`src/hdl/hrlp_pkg.sv`:
```
// Package for the HTTP request line parser: parse phases, status and method codes,
// character constants and the result record shared by the parser modules.
// Depends on nothing.
package hrlp_pkg;

  // Characters the parser recognizes.
  localparam logic [7:0] CH_LF     = 8'h0A;
  localparam logic [7:0] CH_CR     = 8'h0D;
  localparam logic [7:0] CH_SPACE  = 8'h20;
  localparam logic [7:0] CH_SLASH  = 8'h2F;
  localparam logic [7:0] CH_DOT    = 8'h2E;
  localparam logic [7:0] CH_QMARK  = 8'h3F;
  localparam logic [7:0] CH_H      = 8'h48;
  localparam logic [7:0] CH_T      = 8'h54;
  localparam logic [7:0] CH_P      = 8'h50;

  // Packed letters of the known methods, newest letter in the low byte.
  localparam logic [31:0] LETTERS_GET  = 32'h0047_4554;
  localparam logic [31:0] LETTERS_HEAD = 32'h4845_4144;
  localparam logic [31:0] LETTERS_POST = 32'h504F_5354;

  // Width of the offsets carried in a result.
  localparam int unsigned RES_OFS_W = 12;

  typedef enum logic [3:0] {
    PH_START   = 4'd0,
    PH_METHOD  = 4'd1,
    PH_SP_URI  = 4'd2,
    PH_URI     = 4'd3,
    PH_SP_VER  = 4'd4,
    PH_H       = 4'd5,
    PH_HT      = 4'd6,
    PH_HTT     = 4'd7,
    PH_HTTP    = 4'd8,
    PH_MAJ1    = 4'd9,
    PH_MAJ2    = 4'd10,
    PH_DOT     = 4'd11,
    PH_MIN1    = 4'd12,
    PH_MIN2    = 4'd13,
    PH_SP_END  = 4'd14,
    PH_ALMOST  = 4'd15
  } phase_t;

  typedef enum logic [1:0] {
    ST_AGAIN      = 2'd0,
    ST_DONE       = 2'd1,
    ST_BAD_METHOD = 2'd2,
    ST_BAD_REQ    = 2'd3
  } status_t;

  typedef enum logic [1:0] {
    MC_UNKNOWN = 2'd0,
    MC_GET     = 2'd1,
    MC_HEAD    = 2'd2,
    MC_POST    = 2'd3
  } method_t;

  // One result record, as produced for each input byte.
  typedef struct packed {
    status_t                status;
    method_t                method_code;
    logic [6:0]             version_major;
    logic [6:0]             version_minor;
    logic                   has_args;
    logic [RES_OFS_W-1:0]   uri_begin;
    logic [RES_OFS_W-1:0]   uri_last;
    logic [RES_OFS_W-1:0]   args_begin;
    logic [RES_OFS_W-1:0]   line_end;
  } result_t;

  function automatic logic is_digit(input logic [7:0] c);
    return (c >= 8'h30) && (c <= 8'h39);
  endfunction

  function automatic logic is_upper(input logic [7:0] c);
    return (c >= 8'h41) && (c <= 8'h5A);
  endfunction

endpackage

```
`src/hdl/hrlp_byte_if.sv`:
```
// Byte channel of the HTTP request line parser: valid/ready handshake and one byte.
// Depends on nothing.
interface hrlp_byte_if;
  logic       valid;
  logic       ready;
  logic [7:0] in_byte;

  modport source (output valid, output in_byte, input ready);
  modport sink   (input valid, input in_byte, output ready);
endinterface

```
`src/hdl/hrlp_result_if.sv`:
```
// Result channel of the HTTP request line parser: valid/ready handshake and the
// parse status with the request line fields. Depends on nothing.
interface hrlp_result_if;
  logic        valid;
  logic        ready;
  logic [1:0]  status;
  logic [1:0]  method_code;
  logic [6:0]  version_major;
  logic [6:0]  version_minor;
  logic        has_args;
  logic [11:0] uri_begin;
  logic [11:0] uri_last;
  logic [11:0] args_begin;
  logic [11:0] line_end;

  modport source (output valid, output status, output method_code, output version_major,
                  output version_minor, output has_args, output uri_begin, output uri_last,
                  output args_begin, output line_end, input ready);
  modport sink   (input valid, input status, input method_code, input version_major,
                  input version_minor, input has_args, input uri_begin, input uri_last,
                  input args_begin, input line_end, output ready);
endinterface

```
`src/hdl/hrlp_step.sv`:
```
// Parser state and the step logic that consumes one byte and forms
// its result record. Depends on hrlp_pkg.
module hrlp_step #(
  parameter int unsigned MAX_LINE = 4096
) (
  input  logic             clk,
  input  logic             rst,
  input  logic             step_en,
  input  logic [7:0]       in_byte,
  output hrlp_pkg::result_t res
);

  localparam int unsigned OFS_W = $clog2(MAX_LINE);
  localparam logic [OFS_W-1:0] OFS_LAST = OFS_W'(MAX_LINE - 1);

  hrlp_pkg::phase_t  phase;
  hrlp_pkg::phase_t  phase_next;
  hrlp_pkg::status_t status;
  hrlp_pkg::method_t method_kind;
  hrlp_pkg::method_t method_class;
  logic [OFS_W-1:0]  byte_offset;
  logic [OFS_W-1:0]  offset_inc;
  logic [OFS_W-1:0]  offset_dec;
  logic [31:0]       method_letters;
  logic [2:0]        method_length;
  logic [6:0]        major_value;
  logic [6:0]        minor_value;
  logic              args_seen;
  logic [OFS_W-1:0]  uri_first_pos;
  logic [OFS_W-1:0]  uri_last_pos;
  logic [OFS_W-1:0]  args_first_pos;
  logic [6:0]        digit;
  logic              c_upper;
  logic              c_digit;

  assign c_upper = hrlp_pkg::is_upper(in_byte);
  assign c_digit = hrlp_pkg::is_digit(in_byte);
  assign digit   = {3'b000, in_byte[3:0]};

  // Saturating offset of the following byte, and the offset of the previous byte.
  assign offset_inc = (byte_offset < OFS_LAST) ? byte_offset + 1'b1 : byte_offset;
  assign offset_dec = (byte_offset != '0) ? byte_offset - 1'b1 : '0;

  // Method class from the letters gathered so far.
  always_comb begin
    method_class = hrlp_pkg::MC_UNKNOWN;
    if (method_length == 3'd3 && method_letters == hrlp_pkg::LETTERS_GET) begin
      method_class = hrlp_pkg::MC_GET;
    end else if (method_length == 3'd4 && method_letters == hrlp_pkg::LETTERS_HEAD) begin
      method_class = hrlp_pkg::MC_HEAD;
    end else if (method_length == 3'd4 && method_letters == hrlp_pkg::LETTERS_POST) begin
      method_class = hrlp_pkg::MC_POST;
    end
  end

  // Status of the current byte in the current phase.
  always_comb begin
    status = hrlp_pkg::ST_AGAIN;
    unique case (phase)
      hrlp_pkg::PH_START: begin
        if (in_byte != hrlp_pkg::CH_CR && in_byte != hrlp_pkg::CH_LF && !c_upper)
          status = hrlp_pkg::ST_BAD_METHOD;
      end
      hrlp_pkg::PH_METHOD: begin
        if (in_byte != hrlp_pkg::CH_SPACE && !c_upper) status = hrlp_pkg::ST_BAD_METHOD;
      end
      hrlp_pkg::PH_SP_URI: begin
        if (in_byte != hrlp_pkg::CH_SLASH && in_byte != hrlp_pkg::CH_SPACE)
          status = hrlp_pkg::ST_BAD_REQ;
      end
      hrlp_pkg::PH_URI: begin
        status = hrlp_pkg::ST_AGAIN;
      end
      hrlp_pkg::PH_SP_VER: begin
        if (in_byte != hrlp_pkg::CH_H && in_byte != hrlp_pkg::CH_SPACE)
          status = hrlp_pkg::ST_BAD_REQ;
      end
      hrlp_pkg::PH_H, hrlp_pkg::PH_HT: begin
        if (in_byte != hrlp_pkg::CH_T) status = hrlp_pkg::ST_BAD_REQ;
      end
      hrlp_pkg::PH_HTT: begin
        if (in_byte != hrlp_pkg::CH_P) status = hrlp_pkg::ST_BAD_REQ;
      end
      hrlp_pkg::PH_HTTP: begin
        if (in_byte != hrlp_pkg::CH_SLASH) status = hrlp_pkg::ST_BAD_REQ;
      end
      hrlp_pkg::PH_MAJ1, hrlp_pkg::PH_MIN1: begin
        if (!c_digit) status = hrlp_pkg::ST_BAD_REQ;
      end
      hrlp_pkg::PH_MAJ2: begin
        if (in_byte != hrlp_pkg::CH_DOT && !c_digit) status = hrlp_pkg::ST_BAD_REQ;
      end
      hrlp_pkg::PH_DOT: begin
        if (in_byte != hrlp_pkg::CH_DOT) status = hrlp_pkg::ST_BAD_REQ;
      end
      hrlp_pkg::PH_MIN2: begin
        if (in_byte == hrlp_pkg::CH_LF) begin
          status = hrlp_pkg::ST_DONE;
        end else if (!c_digit && in_byte != hrlp_pkg::CH_SPACE && in_byte != hrlp_pkg::CH_CR) begin
          status = hrlp_pkg::ST_BAD_REQ;
        end
      end
      hrlp_pkg::PH_SP_END: begin
        if (in_byte == hrlp_pkg::CH_LF) begin
          status = hrlp_pkg::ST_DONE;
        end else if (in_byte != hrlp_pkg::CH_CR && in_byte != hrlp_pkg::CH_SPACE) begin
          status = hrlp_pkg::ST_BAD_REQ;
        end
      end
      hrlp_pkg::PH_ALMOST: begin
        status = (in_byte == hrlp_pkg::CH_LF) ? hrlp_pkg::ST_DONE : hrlp_pkg::ST_BAD_REQ;
      end
      default: status = hrlp_pkg::ST_BAD_REQ;
    endcase
  end

  // Next phase; a finished line or an error returns to the start phase.
  always_comb begin
    phase_next = phase;
    if (status != hrlp_pkg::ST_AGAIN) begin
      phase_next = hrlp_pkg::PH_START;
    end else begin
      unique case (phase)
        hrlp_pkg::PH_START:  if (c_upper) phase_next = hrlp_pkg::PH_METHOD;
        hrlp_pkg::PH_METHOD: if (in_byte == hrlp_pkg::CH_SPACE) phase_next = hrlp_pkg::PH_SP_URI;
        hrlp_pkg::PH_SP_URI: if (in_byte == hrlp_pkg::CH_SLASH) phase_next = hrlp_pkg::PH_URI;
        hrlp_pkg::PH_URI:    if (in_byte == hrlp_pkg::CH_SPACE) phase_next = hrlp_pkg::PH_SP_VER;
        hrlp_pkg::PH_SP_VER: if (in_byte == hrlp_pkg::CH_H) phase_next = hrlp_pkg::PH_H;
        hrlp_pkg::PH_H:      phase_next = hrlp_pkg::PH_HT;
        hrlp_pkg::PH_HT:     phase_next = hrlp_pkg::PH_HTT;
        hrlp_pkg::PH_HTT:    phase_next = hrlp_pkg::PH_HTTP;
        hrlp_pkg::PH_HTTP:   phase_next = hrlp_pkg::PH_MAJ1;
        hrlp_pkg::PH_MAJ1:   phase_next = hrlp_pkg::PH_MAJ2;
        hrlp_pkg::PH_MAJ2: begin
          phase_next = (in_byte == hrlp_pkg::CH_DOT) ? hrlp_pkg::PH_MIN1 : hrlp_pkg::PH_DOT;
        end
        hrlp_pkg::PH_DOT:    phase_next = hrlp_pkg::PH_MIN1;
        hrlp_pkg::PH_MIN1:   phase_next = hrlp_pkg::PH_MIN2;
        hrlp_pkg::PH_MIN2: begin
          phase_next = (in_byte == hrlp_pkg::CH_CR) ? hrlp_pkg::PH_ALMOST : hrlp_pkg::PH_SP_END;
        end
        hrlp_pkg::PH_SP_END: if (in_byte == hrlp_pkg::CH_CR) phase_next = hrlp_pkg::PH_ALMOST;
        hrlp_pkg::PH_ALMOST: phase_next = hrlp_pkg::PH_ALMOST;
        default:             phase_next = hrlp_pkg::PH_START;
      endcase
    end
  end

  // Result record; fields other than the status are only reported on a done line.
  always_comb begin
    res        = '0;
    res.status = status;
    if (status == hrlp_pkg::ST_DONE) begin
      res.method_code   = method_kind;
      res.version_major = major_value;
      res.version_minor = minor_value;
      res.has_args      = args_seen;
      res.uri_begin     = hrlp_pkg::RES_OFS_W'(uri_first_pos);
      res.uri_last      = hrlp_pkg::RES_OFS_W'(uri_last_pos);
      res.args_begin    = hrlp_pkg::RES_OFS_W'(args_first_pos);
      res.line_end      = hrlp_pkg::RES_OFS_W'(byte_offset);
    end
  end

  // Phase register.
  always_ff @(posedge clk) begin
    if (rst) begin
      phase <= hrlp_pkg::PH_START;
    end else if (step_en) begin
      phase <= phase_next;
    end
  end

  // Request state: offsets, method letters and version digits.
  always_ff @(posedge clk) begin
    if (rst) begin
      byte_offset    <= '0;
      method_letters <= '0;
      method_length  <= '0;
      method_kind    <= hrlp_pkg::MC_UNKNOWN;
      major_value    <= '0;
      minor_value    <= '0;
      args_seen      <= 1'b0;
      uri_first_pos  <= '0;
      uri_last_pos   <= '0;
      args_first_pos <= '0;
    end else if (step_en) begin
      if (status != hrlp_pkg::ST_AGAIN) begin
        byte_offset    <= '0;
        method_letters <= '0;
        method_length  <= '0;
        method_kind    <= hrlp_pkg::MC_UNKNOWN;
        major_value    <= '0;
        minor_value    <= '0;
        args_seen      <= 1'b0;
        uri_first_pos  <= '0;
        uri_last_pos   <= '0;
        args_first_pos <= '0;
      end else if (phase == hrlp_pkg::PH_START) begin
        // A first method letter opens a new request; line breaks are skipped.
        if (c_upper) begin
          byte_offset    <= OFS_W'(1);
          method_letters <= {24'h000000, in_byte};
          method_length  <= 3'd1;
          method_kind    <= hrlp_pkg::MC_UNKNOWN;
          major_value    <= '0;
          minor_value    <= '0;
          args_seen      <= 1'b0;
          uri_first_pos  <= '0;
          uri_last_pos   <= '0;
          args_first_pos <= '0;
        end
      end else begin
        byte_offset <= offset_inc;
        unique case (phase)
          hrlp_pkg::PH_METHOD: begin
            if (in_byte == hrlp_pkg::CH_SPACE) begin
              method_kind <= method_class;
            end else begin
              if (method_length < 3'd4) method_letters <= {method_letters[23:0], in_byte};
              if (method_length != 3'd7) method_length <= method_length + 3'd1;
            end
          end
          hrlp_pkg::PH_SP_URI: begin
            if (in_byte == hrlp_pkg::CH_SLASH) uri_first_pos <= byte_offset;
          end
          hrlp_pkg::PH_URI: begin
            if (in_byte == hrlp_pkg::CH_SPACE) begin
              uri_last_pos <= offset_dec;
            end else if (in_byte == hrlp_pkg::CH_QMARK) begin
              args_seen      <= 1'b1;
              args_first_pos <= offset_inc;
            end
          end
          hrlp_pkg::PH_MAJ1: major_value <= digit;
          hrlp_pkg::PH_MAJ2: begin
            if (c_digit) major_value <= 7'(major_value * 7'd10) + digit;
          end
          hrlp_pkg::PH_MIN1: minor_value <= digit;
          hrlp_pkg::PH_MIN2: begin
            if (c_digit) minor_value <= 7'(minor_value * 7'd10) + digit;
          end
          default: begin
            major_value <= major_value;
          end
        endcase
      end
    end
  end

`ifndef SYNTH
  // A done or error byte leaves the parser at the start of a fresh request.
  a_restart: assert property (@(posedge clk) disable iff (rst)
    step_en && status != hrlp_pkg::ST_AGAIN |=> phase == hrlp_pkg::PH_START && byte_offset == '0)
    else $error("parser did not restart after a finished line or an error");

  // Between requests no offset is counted.
  a_start_offset: assert property (@(posedge clk) disable iff (rst)
    phase == hrlp_pkg::PH_START |-> byte_offset == '0)
    else $error("offset counted while waiting for a method");

  // The offset counter saturates at the line limit.
  a_offset_sat: assert property (@(posedge clk) disable iff (rst)
    byte_offset <= OFS_LAST)
    else $error("offset passed the line limit");

  // A line is only finished by a line feed.
  a_done_on_lf: assert property (@(posedge clk) disable iff (rst)
    step_en && status == hrlp_pkg::ST_DONE |-> in_byte == hrlp_pkg::CH_LF)
    else $error("line finished on a byte other than a line feed");
`endif

endmodule

```
`src/hdl/hrlp_out_reg.sv`:
```
// Result register of the HTTP request line parser with its valid flag.
// Depends on hrlp_pkg.
module hrlp_out_reg (
  input  logic              clk,
  input  logic              rst,
  input  logic              load,
  input  hrlp_pkg::result_t din,
  input  logic              sink_ready,
  output logic              valid,
  output hrlp_pkg::result_t dout,
  output logic              load_ok
);

  // The register can take a new result when it is empty or being drained.
  assign load_ok = !valid || sink_ready;

  // Valid flag: set on a load, cleared once the held result is transferred.
  always_ff @(posedge clk) begin
    if (rst) begin
      valid <= 1'b0;
    end else if (load) begin
      valid <= 1'b1;
    end else if (sink_ready) begin
      valid <= 1'b0;
    end
  end

  // Result payload.
  always_ff @(posedge clk) begin
    if (load) begin
      dout <= din;
    end
  end

endmodule

```
`src/hdl/http_request_line_parser.sv`:
```
// Top level of the HTTP request line parser: input byte register, parse step and
// result register. Depends on hrlp_pkg, hrlp_byte_if, hrlp_result_if, hrlp_step, hrlp_out_reg.
//
// Usage:
//   line_byte carries the request line one byte per transfer; result returns exactly
//   one record per byte, in order. The status field says whether more bytes are needed,
//   the line is complete, or the method or request was malformed. The remaining fields
//   (method, version, URI and argument offsets, line end offset) are meaningful only on
//   a complete line and read zero otherwise. Offsets count from the first method letter
//   and saturate at MAX_LINE-1.
//   Path: a transferred byte is held in the input register, and its result is then
//   registered in the result register, from which it can be transferred out. Throughput:
//   one byte per cycle while result is taken; the parse state is updated as a byte
//   moves from the input register to the result register.
//   Reset (rst, synchronous): both registers empty, parser in its start phase with all
//   request state cleared.
//   Stall: while result is not taken the result register holds its record, the input
//   register keeps one more byte, and line_byte.ready drops until the result moves.
module http_request_line_parser #(
  parameter int unsigned MAX_LINE = 4096
) (
  input  logic          clk,
  input  logic          rst,
  hrlp_byte_if.sink     line_byte,
  hrlp_result_if.source result
);

  logic              s1_valid;
  logic [7:0]        s1_byte;
  logic              load_ok;
  logic              step_en;
  hrlp_pkg::result_t step_res;
  hrlp_pkg::result_t out_res;

  // The byte register accepts when empty or when its byte moves on this cycle.
  assign step_en         = s1_valid && load_ok;
  assign line_byte.ready = !s1_valid || load_ok;

  // Input byte register.
  always_ff @(posedge clk) begin
    if (rst) begin
      s1_valid <= 1'b0;
    end else if (line_byte.valid && line_byte.ready) begin
      s1_valid <= 1'b1;
    end else if (step_en) begin
      s1_valid <= 1'b0;
    end
  end

  always_ff @(posedge clk) begin
    if (line_byte.valid && line_byte.ready) begin
      s1_byte <= line_byte.in_byte;
    end
  end

  hrlp_step #(
    .MAX_LINE (MAX_LINE)
  ) u_step (
    .clk     (clk),
    .rst     (rst),
    .step_en (step_en),
    .in_byte (s1_byte),
    .res     (step_res)
  );

  hrlp_out_reg u_out_reg (
    .clk        (clk),
    .rst        (rst),
    .load       (step_en),
    .din        (step_res),
    .sink_ready (result.ready),
    .valid      (result.valid),
    .dout       (out_res),
    .load_ok    (load_ok)
  );

  // Result channel payload.
  assign result.status        = out_res.status;
  assign result.method_code   = out_res.method_code;
  assign result.version_major = out_res.version_major;
  assign result.version_minor = out_res.version_minor;
  assign result.has_args      = out_res.has_args;
  assign result.uri_begin     = out_res.uri_begin;
  assign result.uri_last      = out_res.uri_last;
  assign result.args_begin    = out_res.args_begin;
  assign result.line_end      = out_res.line_end;

`ifndef SYNTH
  // A byte waiting in the input register is neither lost nor changed.
  a_byte_held: assert property (@(posedge clk) disable iff (rst)
    s1_valid && !step_en |=> s1_valid && $stable(s1_byte))
    else $error("buffered input byte lost or changed while stalled");
`endif

endmodule
```
`src/flat_wrapper.sv`:
```
// flat-port wrapper written by rule: the top's interface ports become plain ports
module http_request_line_parser_flat 
#(
  parameter int unsigned MAX_LINE = 4096
)
  (clk, rst, line_byte_valid, line_byte_in_byte, line_byte_ready, result_valid, result_status, result_method_code, result_version_major, result_version_minor, result_has_args, result_uri_begin, result_uri_last, result_args_begin, result_line_end, result_ready);
  hrlp_byte_if line_byte_i ();
  hrlp_result_if result_i ();
  input  logic clk;
  input  logic rst;
  input wire logic [$bits(line_byte_i.valid)-1:0] line_byte_valid;
  input wire logic [$bits(line_byte_i.in_byte)-1:0] line_byte_in_byte;
  output wire logic [$bits(line_byte_i.ready)-1:0] line_byte_ready;
  output wire logic [$bits(result_i.valid)-1:0] result_valid;
  output wire logic [$bits(result_i.status)-1:0] result_status;
  output wire logic [$bits(result_i.method_code)-1:0] result_method_code;
  output wire logic [$bits(result_i.version_major)-1:0] result_version_major;
  output wire logic [$bits(result_i.version_minor)-1:0] result_version_minor;
  output wire logic [$bits(result_i.has_args)-1:0] result_has_args;
  output wire logic [$bits(result_i.uri_begin)-1:0] result_uri_begin;
  output wire logic [$bits(result_i.uri_last)-1:0] result_uri_last;
  output wire logic [$bits(result_i.args_begin)-1:0] result_args_begin;
  output wire logic [$bits(result_i.line_end)-1:0] result_line_end;
  input wire logic [$bits(result_i.ready)-1:0] result_ready;
  assign line_byte_i.valid = line_byte_valid;
  assign line_byte_i.in_byte = line_byte_in_byte;
  assign line_byte_ready = line_byte_i.ready;
  assign result_valid = result_i.valid;
  assign result_status = result_i.status;
  assign result_method_code = result_i.method_code;
  assign result_version_major = result_i.version_major;
  assign result_version_minor = result_i.version_minor;
  assign result_has_args = result_i.has_args;
  assign result_uri_begin = result_i.uri_begin;
  assign result_uri_last = result_i.uri_last;
  assign result_args_begin = result_i.args_begin;
  assign result_line_end = result_i.line_end;
  assign result_i.ready = result_ready;
  http_request_line_parser #(.MAX_LINE(MAX_LINE)) u_core (.clk(clk), .rst(rst), .line_byte(line_byte_i), .result(result_i));
endmodule
```
`config.mk`:
```
export PLATFORM = sky130hd
export DESIGN_NAME = http_request_line_parser_flat
export DESIGN_NICKNAME = d
export VERILOG_FILES = /design/src/hdl/hrlp_pkg.sv /design/src/hdl/hrlp_byte_if.sv /design/src/hdl/hrlp_result_if.sv /design/src/hdl/hrlp_step.sv /design/src/hdl/hrlp_out_reg.sv /design/src/hdl/http_request_line_parser.sv /design/src/flat_wrapper.sv
export SDC_FILE = /design/constraint.sdc
export NUM_CORES = 1
export LEC_CHECK = 0
export ABC_AREA = 1
export ABC_CLOCK_PERIOD_IN_PS = 4000
export BUFFER_PORTS_ARGS = -buffer_cell sky130_fd_sc_hd__buf_2
export CAP_MARGIN = 20
export CORE_AREA = 2 2 132 134
export CTS_CLUSTER_DIAMETER = 150
export CTS_CLUSTER_SIZE = 28
export DETAILED_ROUTE_END_ITERATION = 16
export DIE_AREA = 0 0 134 136
export PLACE_DENSITY_LB_ADDON = 0.12
export SLEW_MARGIN = 20
export SYNTH_ARGS = -nofsm -noshare
export SYNTH_HDL_FRONTEND = slang
export SYNTH_SLANG_ARGS = --single-unit
```
`constraint.sdc`:
```
create_clock -name clk -period 4 [get_ports clk]
set_input_delay 0 -clock clk [delete_from_list [all_inputs] [get_ports clk]]
set_output_delay 0 -clock clk [all_outputs]
set_load 0.02 [all_outputs]
```
==> impl_metrics.yaml, run 1 <==
cts:
  cts_tree: "built"
  cts.path.max_buffers: 2
  cts-root-buf: "clkbuf_16"
  clk_latency_ns: 0.43
  htree_levels: 4
  clkSlewWorstSetupHoldPaths_ns: 0.07
  cts_resized: 0
  cts_inserted_buffers: 17
  clock_sinks: 181
placement:
  placed_cell_area_um2: 9650
  dp.cells: 1455
  numPortBuffers: 80
  hpwl_um: 14400
  place_congestion: 0.907
routing:
  firstDrtPassIters: 6
  wire_per_inst_um: 13.8
  viasPerCell: 5.19
  antenna_left: 0
  drtIter0Drc: 657
  remaining_drc_errors: 0
  wl_um: 20700
  routed-via-count: 7773
cells_and_area:
  layout-drive-gt1-share: 0.122
  stdcell_area_um2: 10300
  instances_no_fill: 1497
  nNetsFinal: 1295
  fillers: 1541
  n_antenna_cell: 0
  areaGrowthSynthToFinish_pct: 13.1
floorplan:
  num_rows: 48
  io_pins: 81
  die_area_um2: 18200
  die_h_um: 136
  die-width_um: 134
  core_area_um2: 16900
  start_util: 0.540
sta:
  fin_tns_setup_ns: 0
  final_max_slew_viol_count: 0
  slew_headroom: 0.387
  max_freq_mhz: 327
  layout_min_cycle_time_ns: 3.06
  rsz0062_at_grt: "false"
  worst-slew-pin-transition_ns: 0.918
  hold_viol: 0
  finClkSkew_ns: 0.00769
  final.period_utilization: 0.765
  finalSetupViolCount: 0
logic_synthesis:
  synth_fp_nets: 1225
  synth_enable_flop_cells: 75
  ys_types: 42
  ys_warn_count: 0
  synth_top_area_frac: 0.247
  netlist_area_um2: 9120
  synthFlopType: "dfxtp_1"
  synth_top_area_cell: "edfxtp_1"
  synthCells: 1189
  seq_area_frac_synth: 0.480
  synth-seq-cells: 181
  avgSynthCellArea_um2: 7.67
  ys_async_sr_fraction: 0
  synthTopCellsByArea: "edfxtp_1 25%, dfxtp_1 23%, nand2_1 11%"
grt:
  grt_util_all_layers: 0.236
  grt_max_degree: 63
  antenna_found_initial: 0
  first_global_vias: 7130
  grt_overflow: 0
  grt_pass1_wl_um: 34300
flow_run:
  drv_cap: 0
power_and_ir_drop:
  irDropWorstVdd_uv: 293
  leakage_nw: 4.09
  pwr_density_cell_nw_per_um2: 406
critical_path:
  cp_max_fo: 28
  arrival_ns: 3.38
  crit_required_ns: 4.32
  critPathLaunchType: "register"
  critPathLaunch: "u_core.s1_byte[2]$_DFFE_PP_"
  worstReg2RegStart: "u_core.s1_byte[2]$_DFFE_PP_"
  path_class: "register to register"
  endpoint_kind: "register"
hold_path:
  min_from: "rst"
  hold_class: "primary input to register"
run_status:
  status: "completed"
## routing by layer
metal / track usage / wire [um] / up-vias
met3: 0.0384 / 986 / 37
met4: 0.0798 / 476 / 0
met1: 0.311 / 9360 / 3538
li1: - / - / 3971
met5: 0 / 0 / -
met2: 0.396 / 9900 / 227
## cell families after synthesis
group                    share of synthesized area
flip-flops                                   0.480
AND/OR/NAND/NOR                              0.315
adder cells (fa/ha/maj)                     0.0362
XOR/XNOR                                    0.0211
buffers and inverters                       0.0848
AO/OA/AOI/OAI                               0.0629
## area by class of cell
type                            instances  area [um2]  area share
Tap cell                              225         282      0.0273
Timing Repair Buffer                   99         581      0.0563
Sequential cell                       181        4370       0.424
Multi-Input combinational cell        817        3970       0.385
Clock inverter                         13         130      0.0126
Clock buffer                           19         433      0.0420
Inverter                              143         539      0.0523
## placed cells by master (no fill, tap or decap), types with 5 or more instances in the layout
cell / synthesis / final
a21oi_1: 62 / 62
buf_2: 9 / 80
buf_4: 6 / 8
clkbuf_16: 0 / 17
clkinv_4: 0 / 5
dfxtp_1: 106 / 106
dlygate4sd3_1: 0 / 10
edfxtp_1: 75 / 75
ha_1: 20 / 20
inv_1: 134 / 133
inv_2: 7 / 6
nand2_1: 263 / 262
nand3_1: 64 / 64
nand4_1: 42 / 42
nor2_1: 247 / 247
nor2_2: 8 / 8
nor3_1: 15 / 15
nor4_1: 8 / 8
o211ai_1: 6 / 6
o21ai_0: 24 / 24
xnor2_1: 8 / 8
xor2_1: 14 / 14
## path summary, 6_finish.rpt
kind	endpoint	slack [ns]	cells after the start
worst max-delay path	u_core.u_step.method_letters[31]$_SDFFE_PP0P_	0.94	16
worst min-delay path	u_core.u_step.phase[0]$_SDFFE_PP0P_	0.18	2
worst max register to register	u_core.u_step.method_letters[31]$_SDFFE_PP0P_	0.94	16
worst min register to register	u_core.u_step.uri_last_pos[7]$_SDFFE_PP0P_	0.45	2
## where the power goes
part | internal (mW) | switching, mW
combinational | 0.174 | 0.350
sequential | 2.01 | 0.0587
clock | 0.865 | 0.733
total | 3.05 | 1.14
## state kept, by name, indices dropped and copies added (netlist names), 8 cells and up
register	cells
u_core.u_step.args_first_pos	12
u_core.u_step.uri_first_pos	12
u_core.s1_byte	8
u_core.u_step.byte_offset	12
u_core.u_step.uri_last_pos	12
u_core.u_step.method_letters	32
u_core.u_out_reg.dout	67
## worst max-delay path, cell delays in order, from the launching register on
cell and delay, ns:
edfxtp_1 0.55, inv_2 0.18, nand2_1 0.08, nor2_2 0.15, nand2_2 0.14, nand3_1 0.12
nand3_1 0.13, nor2_2 0.17, nand4_4 0.13, nor2_8 0.29, buf_4 0.36, nand2_1 0.08
nand2_1 0.10, nor2_2 0.06, buf_4 0.21, nor2_1 0.13, nor2_1 0.06
## through the flow
| step | worst slack, ns | util | power, mW | hold slack [ns] |
|---|---|---|---|---|
| after global placement | 1.01 | 0.572 | 2.62 | 0.177 |
| after detailed placement | 0.955 | 0.572 | 2.62 | 0.178 |
| after floorplan | 0.514 | - | 2.49 | 0.0989 |
| after global routing | 0.632 | 0.611 | 4.36 | 0.223 |
| final | 0.941 | 0.611 | 4.19 | 0.176 |
| after CTS | 0.930 | 0.611 | 4.21 | 0.177 |
## Yosys cell counts, drive strengths merged (2+ instances only)
cell,n
nor2,259
xor2,14
fa,4
clkbuf,22
nand2,267
or2,3
inv,141
clkinv,2
o211ai,6
a21oi,62
o21ai,31
buf,26
dfxtp,106
nand3b,3
ha,20
xnor2,8
nand4,43
nor3,16
edfxtp,75
nand3,67
nor4,8
## repair_timing
item | 4_1_cts | 5_1_grt
hold buffers | 10 | 0
hold endpoints to repair | 10 | 0
buffers inserted | 0 | 0
No activity file was read; power rests on OpenSTA's default activity.
==> run 2, diff against run 1 <==
ABC_CLOCK_PERIOD_IN_PS = 2900   (was 4000)
clock period = 2.9 ns   (was 4 ns; I/O delays follow)
==> impl_metrics.yaml, run 2 (same netlist as run 1, synthesis figures left out) <==
sta:
  layout_min_cycle_time_ns: 2.71
  worst-slew-pin-transition_ns: 0.796
  whs_ns: 0.104
  max_freq_mhz: 369
  final.period_utilization: 0.934
  hold_viol: 0
  slew_headroom: 0.465
  finalSetupViolCount: 0
  final_max_slew_viol_count: 0
  finClkSkew_ns: 0.0105
critical_path:
  arrival_ns: 3.09
  r2r.worst_path.cells: 18
  path_cells: "inv_2 > nand2_1 > nor2_4 > nand2_1 > nand2_1 > inv_1 > nor2_1 > nand2_1 > nor2_2 > nand4_4 > buf_4 > nor2_4 > buf_4 > o21ai_2 > buf_4 > nand4_1 > nand2_1 > nor2_1"
  crit_required_ns: 3.28
  crit_path_max_incr_delay_ns: 0.45
  cp_max_fo: 21
  r2r_slack_ns: 0.19
  critPathLaunchType: "register"
  critPathTopFamily: "simple AND/OR/NAND/NOR gates"
  critPathMostFrequentCell: "nand2_1"
  worst-path-buf-inv: 5
  endpoint_kind: "register"
  worstReg2RegStart: "u_core.s1_byte[4]$_DFFE_PP_"
  critPathLaunch: "u_core.s1_byte[4]$_DFFE_PP_"
  slowest_stage: "edfxtp_1"
  path_class: "register to register"
  r2r_end: "u_core.u_step.method_letters[12]$_SDFFE_PP0P_"
cells_and_area:
  ff_latch_area_um2: 4370
  fillers: 1568
  n_antenna_cell: 0
  multi_input_area_um2: 4060
  areaGrowthSynthToFinish_pct: 17.1
  largest_reg_flops: 67
  reg_top3: "u_core.u_out_reg.dout x67, u_core.u_step.method_letters x32"
  largest_register: "u_core.u_out_reg.dout"
  nNetsFinal: 1328
  final_cell_mix: "258 x nand2_1, 247 x nor2_1, 131 x inv_1, 106 x dfxtp_1, 80 x buf_2"
  layout_commonest_cell: "nand2_1"
  stdcell_area_um2: 10700
  layout-drive-gt1-share: 0.152
power_and_ir_drop:
  leakage_nw: 4.28
  pwr_density_cell_nw_per_um2: 551
  irDropWorstVdd_uv: 404
cts:
  clock_sinks: 181
  clkSlewWorstSetupHoldPaths_ns: 0.07
  htree_levels: 4
  cts_tree: "built"
  cts_inserted_buffers: 17
  cts.path.max_buffers: 2
  clk_latency_ns: 0.44
  cts-root-buf: "clkbuf_16"
placement:
  numPortBuffers: 80
  hpwl_um: 14500
  placed_cell_area_um2: 9810
  place_congestion: 0.928
routing:
  antenna_left: 0
  routed-via-count: 7905
  remaining_drc_errors: 0
  viasPerCell: 5.17
  firstDrtPassIters: 5
  wire_per_inst_um: 14.1
  wl_um: 21600
  drtIter0Drc: 767
grt:
  grt_overflow: 0
  grt_util_all_layers: 0.239
  antenna_found_initial: 0
  grt_pass1_wl_um: 34500
  first_global_vias: 6978
  grt_max_degree: 95
hold_path:
  hold_class: "primary input to register"
  min_from: "rst"
  hold_depth: 4
  hold_end: "u_core.u_step.uri_last_pos[10]$_SDFFE_PP0P_"
floorplan:
  die_area_um2: 18200
  io_pins: 81
  die_h_um: 136
  start_util: 0.540
  num_rows: 48
  core_area_um2: 16900
  die-width_um: 134
run_status:
  status: "completed"
flow_run:
  drv_cap: 0
## run 2: worst register-to-register path, delay by kind of cell, from the launching register on
kind / cells / cell delay [ns]
and+or+nand+nor: 12 / 1.40
buffers and inverters: 5 / 0.74
DFF: 1 / 0.45
AOI/OAI and AO/OA: 1 / 0.07
## run 2: worst max path at each step
stage                                                          endpoint  cells past startpoint
after CTS                 u_core.u_step.method_letters[31]$_SDFFE_PP0P_                     14
final                     u_core.u_step.method_letters[12]$_SDFFE_PP0P_                     18
after global routing       u_core.u_step.method_letters[9]$_SDFFE_PP0P_                     18
after detailed placement   u_core.u_step.uri_first_pos[11]$_SDFFE_PP0P_                     15
after global placement     u_core.u_step.uri_first_pos[11]$_SDFFE_PP0P_                     15
after floorplan           u_core.u_step.method_letters[26]$_SDFFE_PP0P_                      8
## run 2: per-layer routing
layer  track usage  share of wire
met5             0              0
met4        0.0733          0.022
met3        0.0511          0.053
met2         0.388           0.47
met1         0.322           0.46
## run 2: final cells by class
| class | instances | area share |
|---|---|---|
| clock buffers | 18 | 0.0411 |
| repair buffers | 129 | 0.0790 |
| flip-flops and latches | 181 | 0.410 |
| well taps | 225 | 0.0264 |
| inverters | 143 | 0.0508 |
| clock inverters | 14 | 0.0129 |
| multi-input cells | 820 | 0.380 |
## run 2: where the power goes
| group | total, mW | internal [mW] | switching [mW] |
|---|---|---|---|
| Clock | 2.25 | 1.16 | 1.09 |
| Sequential | 2.85 | 2.77 | 0.0785 |
| Combinational | 0.787 | 0.275 | 0.512 |
| Total | 5.89 | 4.20 | 1.68 |
## run 2: through the flow
step	power (mW)	setup slack, ns	utilization	cells	TNS, ns
after global routing	6.13	-0.0157	0.632	1530	-0.0451
after floorplan	3.44	0.497	-	1189	0
after detailed placement	3.64	-0.257	0.582	1474	-4.13
final	5.89	0.192	0.632	1530	0
after global placement	3.63	-0.180	0.582	1474	-1.91
after CTS	5.88	0.0265	0.622	1516	0
## run 2: repair_timing
| item | 4_1_cts | 5_1_grt |
|---|---|---|
| cloned | 0 | 3 |
| pin swaps | 0 | 3 |
| hold buffers | 10 | 0 |
| gates resized for setup | 2 | 13 |
| setup buffers | 0 | 11 |
| setup endpoints to repair | 38 | 80 |
| endpoints found under the hold margin | 10 | 0 |
==> run 3, diff against run 2 <==
GPL_TIMING_DRIVEN = 0   (was not set)
==> impl_metrics.yaml, run 3 (same netlist as run 1, synthesis figures left out) <==
cells_and_area:
  largest_register: "u_core.u_out_reg.dout"
  fillers: 1579
  layout-drive-gt1-share: 0.151
  final_cell_mix: "261 x nand2_1, 246 x nor2_1, 133 x inv_1, 106 x dfxtp_1, 88 x buf_2"
  stdcell_area_um2: 10700
  areaGrowthSynthToFinish_pct: 17.3
  largest_reg_flops: 67
  n_antenna_cell: 0
  layout_commonest_cell: "nand2_1"
  nNetsFinal: 1356
  reg_top3: "u_core.u_out_reg.dout x67, u_core.u_step.method_letters x32"
floorplan:
  die_h_um: 136
  io_pins: 81
  die-width_um: 134
  num_rows: 48
  core_area_um2: 16900
  start_util: 0.540
  die_area_um2: 18200
hold_path:
  hold_depth: 2
  hold_class: "primary input to register"
critical_path:
  critPathMostFrequentCell: "nand2_1"
  endpoint_kind: "register"
  path_cells: "nor2_2 > inv_1 > nor2_8 > nand3_1 > nand2_1 > nand2_1 > nand4_4 > o21ai_2 > nor2_1 > nand2_1 > nand2_1 > nor2_1"
  critPathTopFamily: "simple AND/OR/NAND/NOR gates"
  r2r_slack_ns: 0.15
  worstReg2RegStart: "u_core.u_step.phase[0]$_SDFFE_PP0P_"
  critPathLaunchType: "register"
  path_class: "register to register"
  crit_path_max_incr_delay_ns: 0.65
  crit_required_ns: 3.24
  cp_max_fo: 10
  slowest_stage: "nor2_1"
  r2r.worst_path.cells: 12
  worst-path-stages: 12
  r2r_end: "u_core.u_step.major_value[2]$_SDFFE_PP0P_"
  crit_path_end: "u_core.u_step.major_value[2]$_SDFFE_PP0P_"
  critPathLaunch: "u_core.u_step.phase[0]$_SDFFE_PP0P_"
  arrival_ns: 3.10
  worst-path-buf-inv: 1
sta:
  worst-slew-pin-transition_ns: 0.762
  slew_headroom: 0.490
  fin_tns_setup_ns: 0
  max_freq_mhz: 364
  finClkSkew_ns: 0.00743
  final.period_utilization: 0.949
  layout_min_cycle_time_ns: 2.75
  finalSetupViolCount: 0
  fin_ws_ns: 0.149
  hold_viol: 0
  final_max_slew_viol_count: 0
grt:
  grt_overflow: 0
  grt_util_all_layers: 0.256
  antenna_found_initial: 0
  first_global_vias: 7366
  grt_max_degree: 40
  grt_pass1_wl_um: 36600
routing:
  routed-via-count: 8137
  wl_um: 23200
  antenna_left: 0
  wl_met2_um: 11100
  drtIter0Drc: 798
  drt-met1-wl_um: 10300
  wl_met3_um: 1200
  wire_per_inst_um: 14.9
  route.top_layer_used: "met4"
  remaining_drc_errors: 0
  viasPerCell: 5.22
  firstDrtPassIters: 6
placement:
  placed_cell_area_um2: 9820
  place_congestion: 0.969
  numPortBuffers: 79
  hpwl_um: 16500
  place_ws_ns: -0.167
cts:
  htree_levels: 4
  clock_sinks: 181
  clk_latency_ns: 0.45
  clkSlewWorstSetupHoldPaths_ns: 0.07
  cts_inserted_buffers: 17
  cts-root-buf: "clkbuf_16"
  cts_tree: "built"
  cts.path.max_buffers: 2
flow_run:
  drv_cap: 0
run_status:
  status: "completed"
power_and_ir_drop:
  power_mw: 5.88
  irDropWorstVdd_uv: 445
  leakage_nw: 4.31
  pwr_density_cell_nw_per_um2: 550
## run 3: what timing repair did
item / in CTS / in global routing
endpoints found under the setup margin: 37 / 144
setup buffers: 5 / 16
gates cloned: 0 / 1
gates resized for setup: 3 / 21
hold endpoints to repair: 10 / 0
hold buffers: 10 / 0
pin swaps: 0 / 5
## run 3: metrics by stage
step,instances,hold slack [ns],utilization
2_1_floorplan,1189,0.0989,-
3_3_place_gp,1493,0.176,0.580
3_5_place_dp,1494,0.178,0.582
4_1_cts,1541,0.0225,0.624
5_1_grt,1558,0.0410,0.634
6_report,1558,0.0319,0.634
## run 3: layer usage
| metal | up-vias | global-route usage |
|---|---|---|
| li1 | 4087 | - |
| met1 | 3740 | 0.337 |
| met2 | 260 | 0.432 |
| met3 | 50 | 0.0403 |
| met4 | 0 | 0.0869 |
| met5 | - | 0 |
## run 3: worst min-delay path by stage
stage,from,end
after floorplan,line_byte_in_byte[0],u_core.s1_byte[0]$_DFFE_PP_
after global placement,line_byte_in_byte[6],u_core.s1_byte[6]$_DFFE_PP_
after detailed placement,line_byte_in_byte[3],u_core.s1_byte[3]$_DFFE_PP_
after CTS,rst,u_core.u_step.args_seen$_SDFFE_PP0P_
after global routing,rst,u_core.u_step.args_seen$_SDFFE_PP0P_
final,rst,u_core.u_step.args_seen$_SDFFE_PP0P_
## run 3: power by group
part,internal [mW],switching (mW),total [mW],leakage [nW]
clock,1.13,1.11,2.24,0.277
combinational,0.276,0.521,0.796,2.47
sequential,2.77,0.0740,2.84,1.57
## run 3: area by class of cell
cell class                 instances  area, um2  area share
buffer                            48        258      0.0241
clock buffer                      17        425      0.0398
clock inverter                    15        138      0.0129
inverter                         143        543      0.0508
multi-input combinational        818       4010       0.374
sequential                       181       4370       0.409
tap                              225        282      0.0263
timing repair buffer             111        673      0.0629
## run 3: worst reg2reg max path: stages (launching register included)
cell and delay, ns:
dfxtp_1 0.39, nor2_2 0.21, inv_1 0.18, nor2_8 0.25, nand3_1 0.10, nand2_1 0.06
nand2_1 0.15, nand4_4 0.24, o21ai_2 0.16, nor2_1 0.65, nand2_1 0.12, nand2_1 0.10
nor2_1 0.04
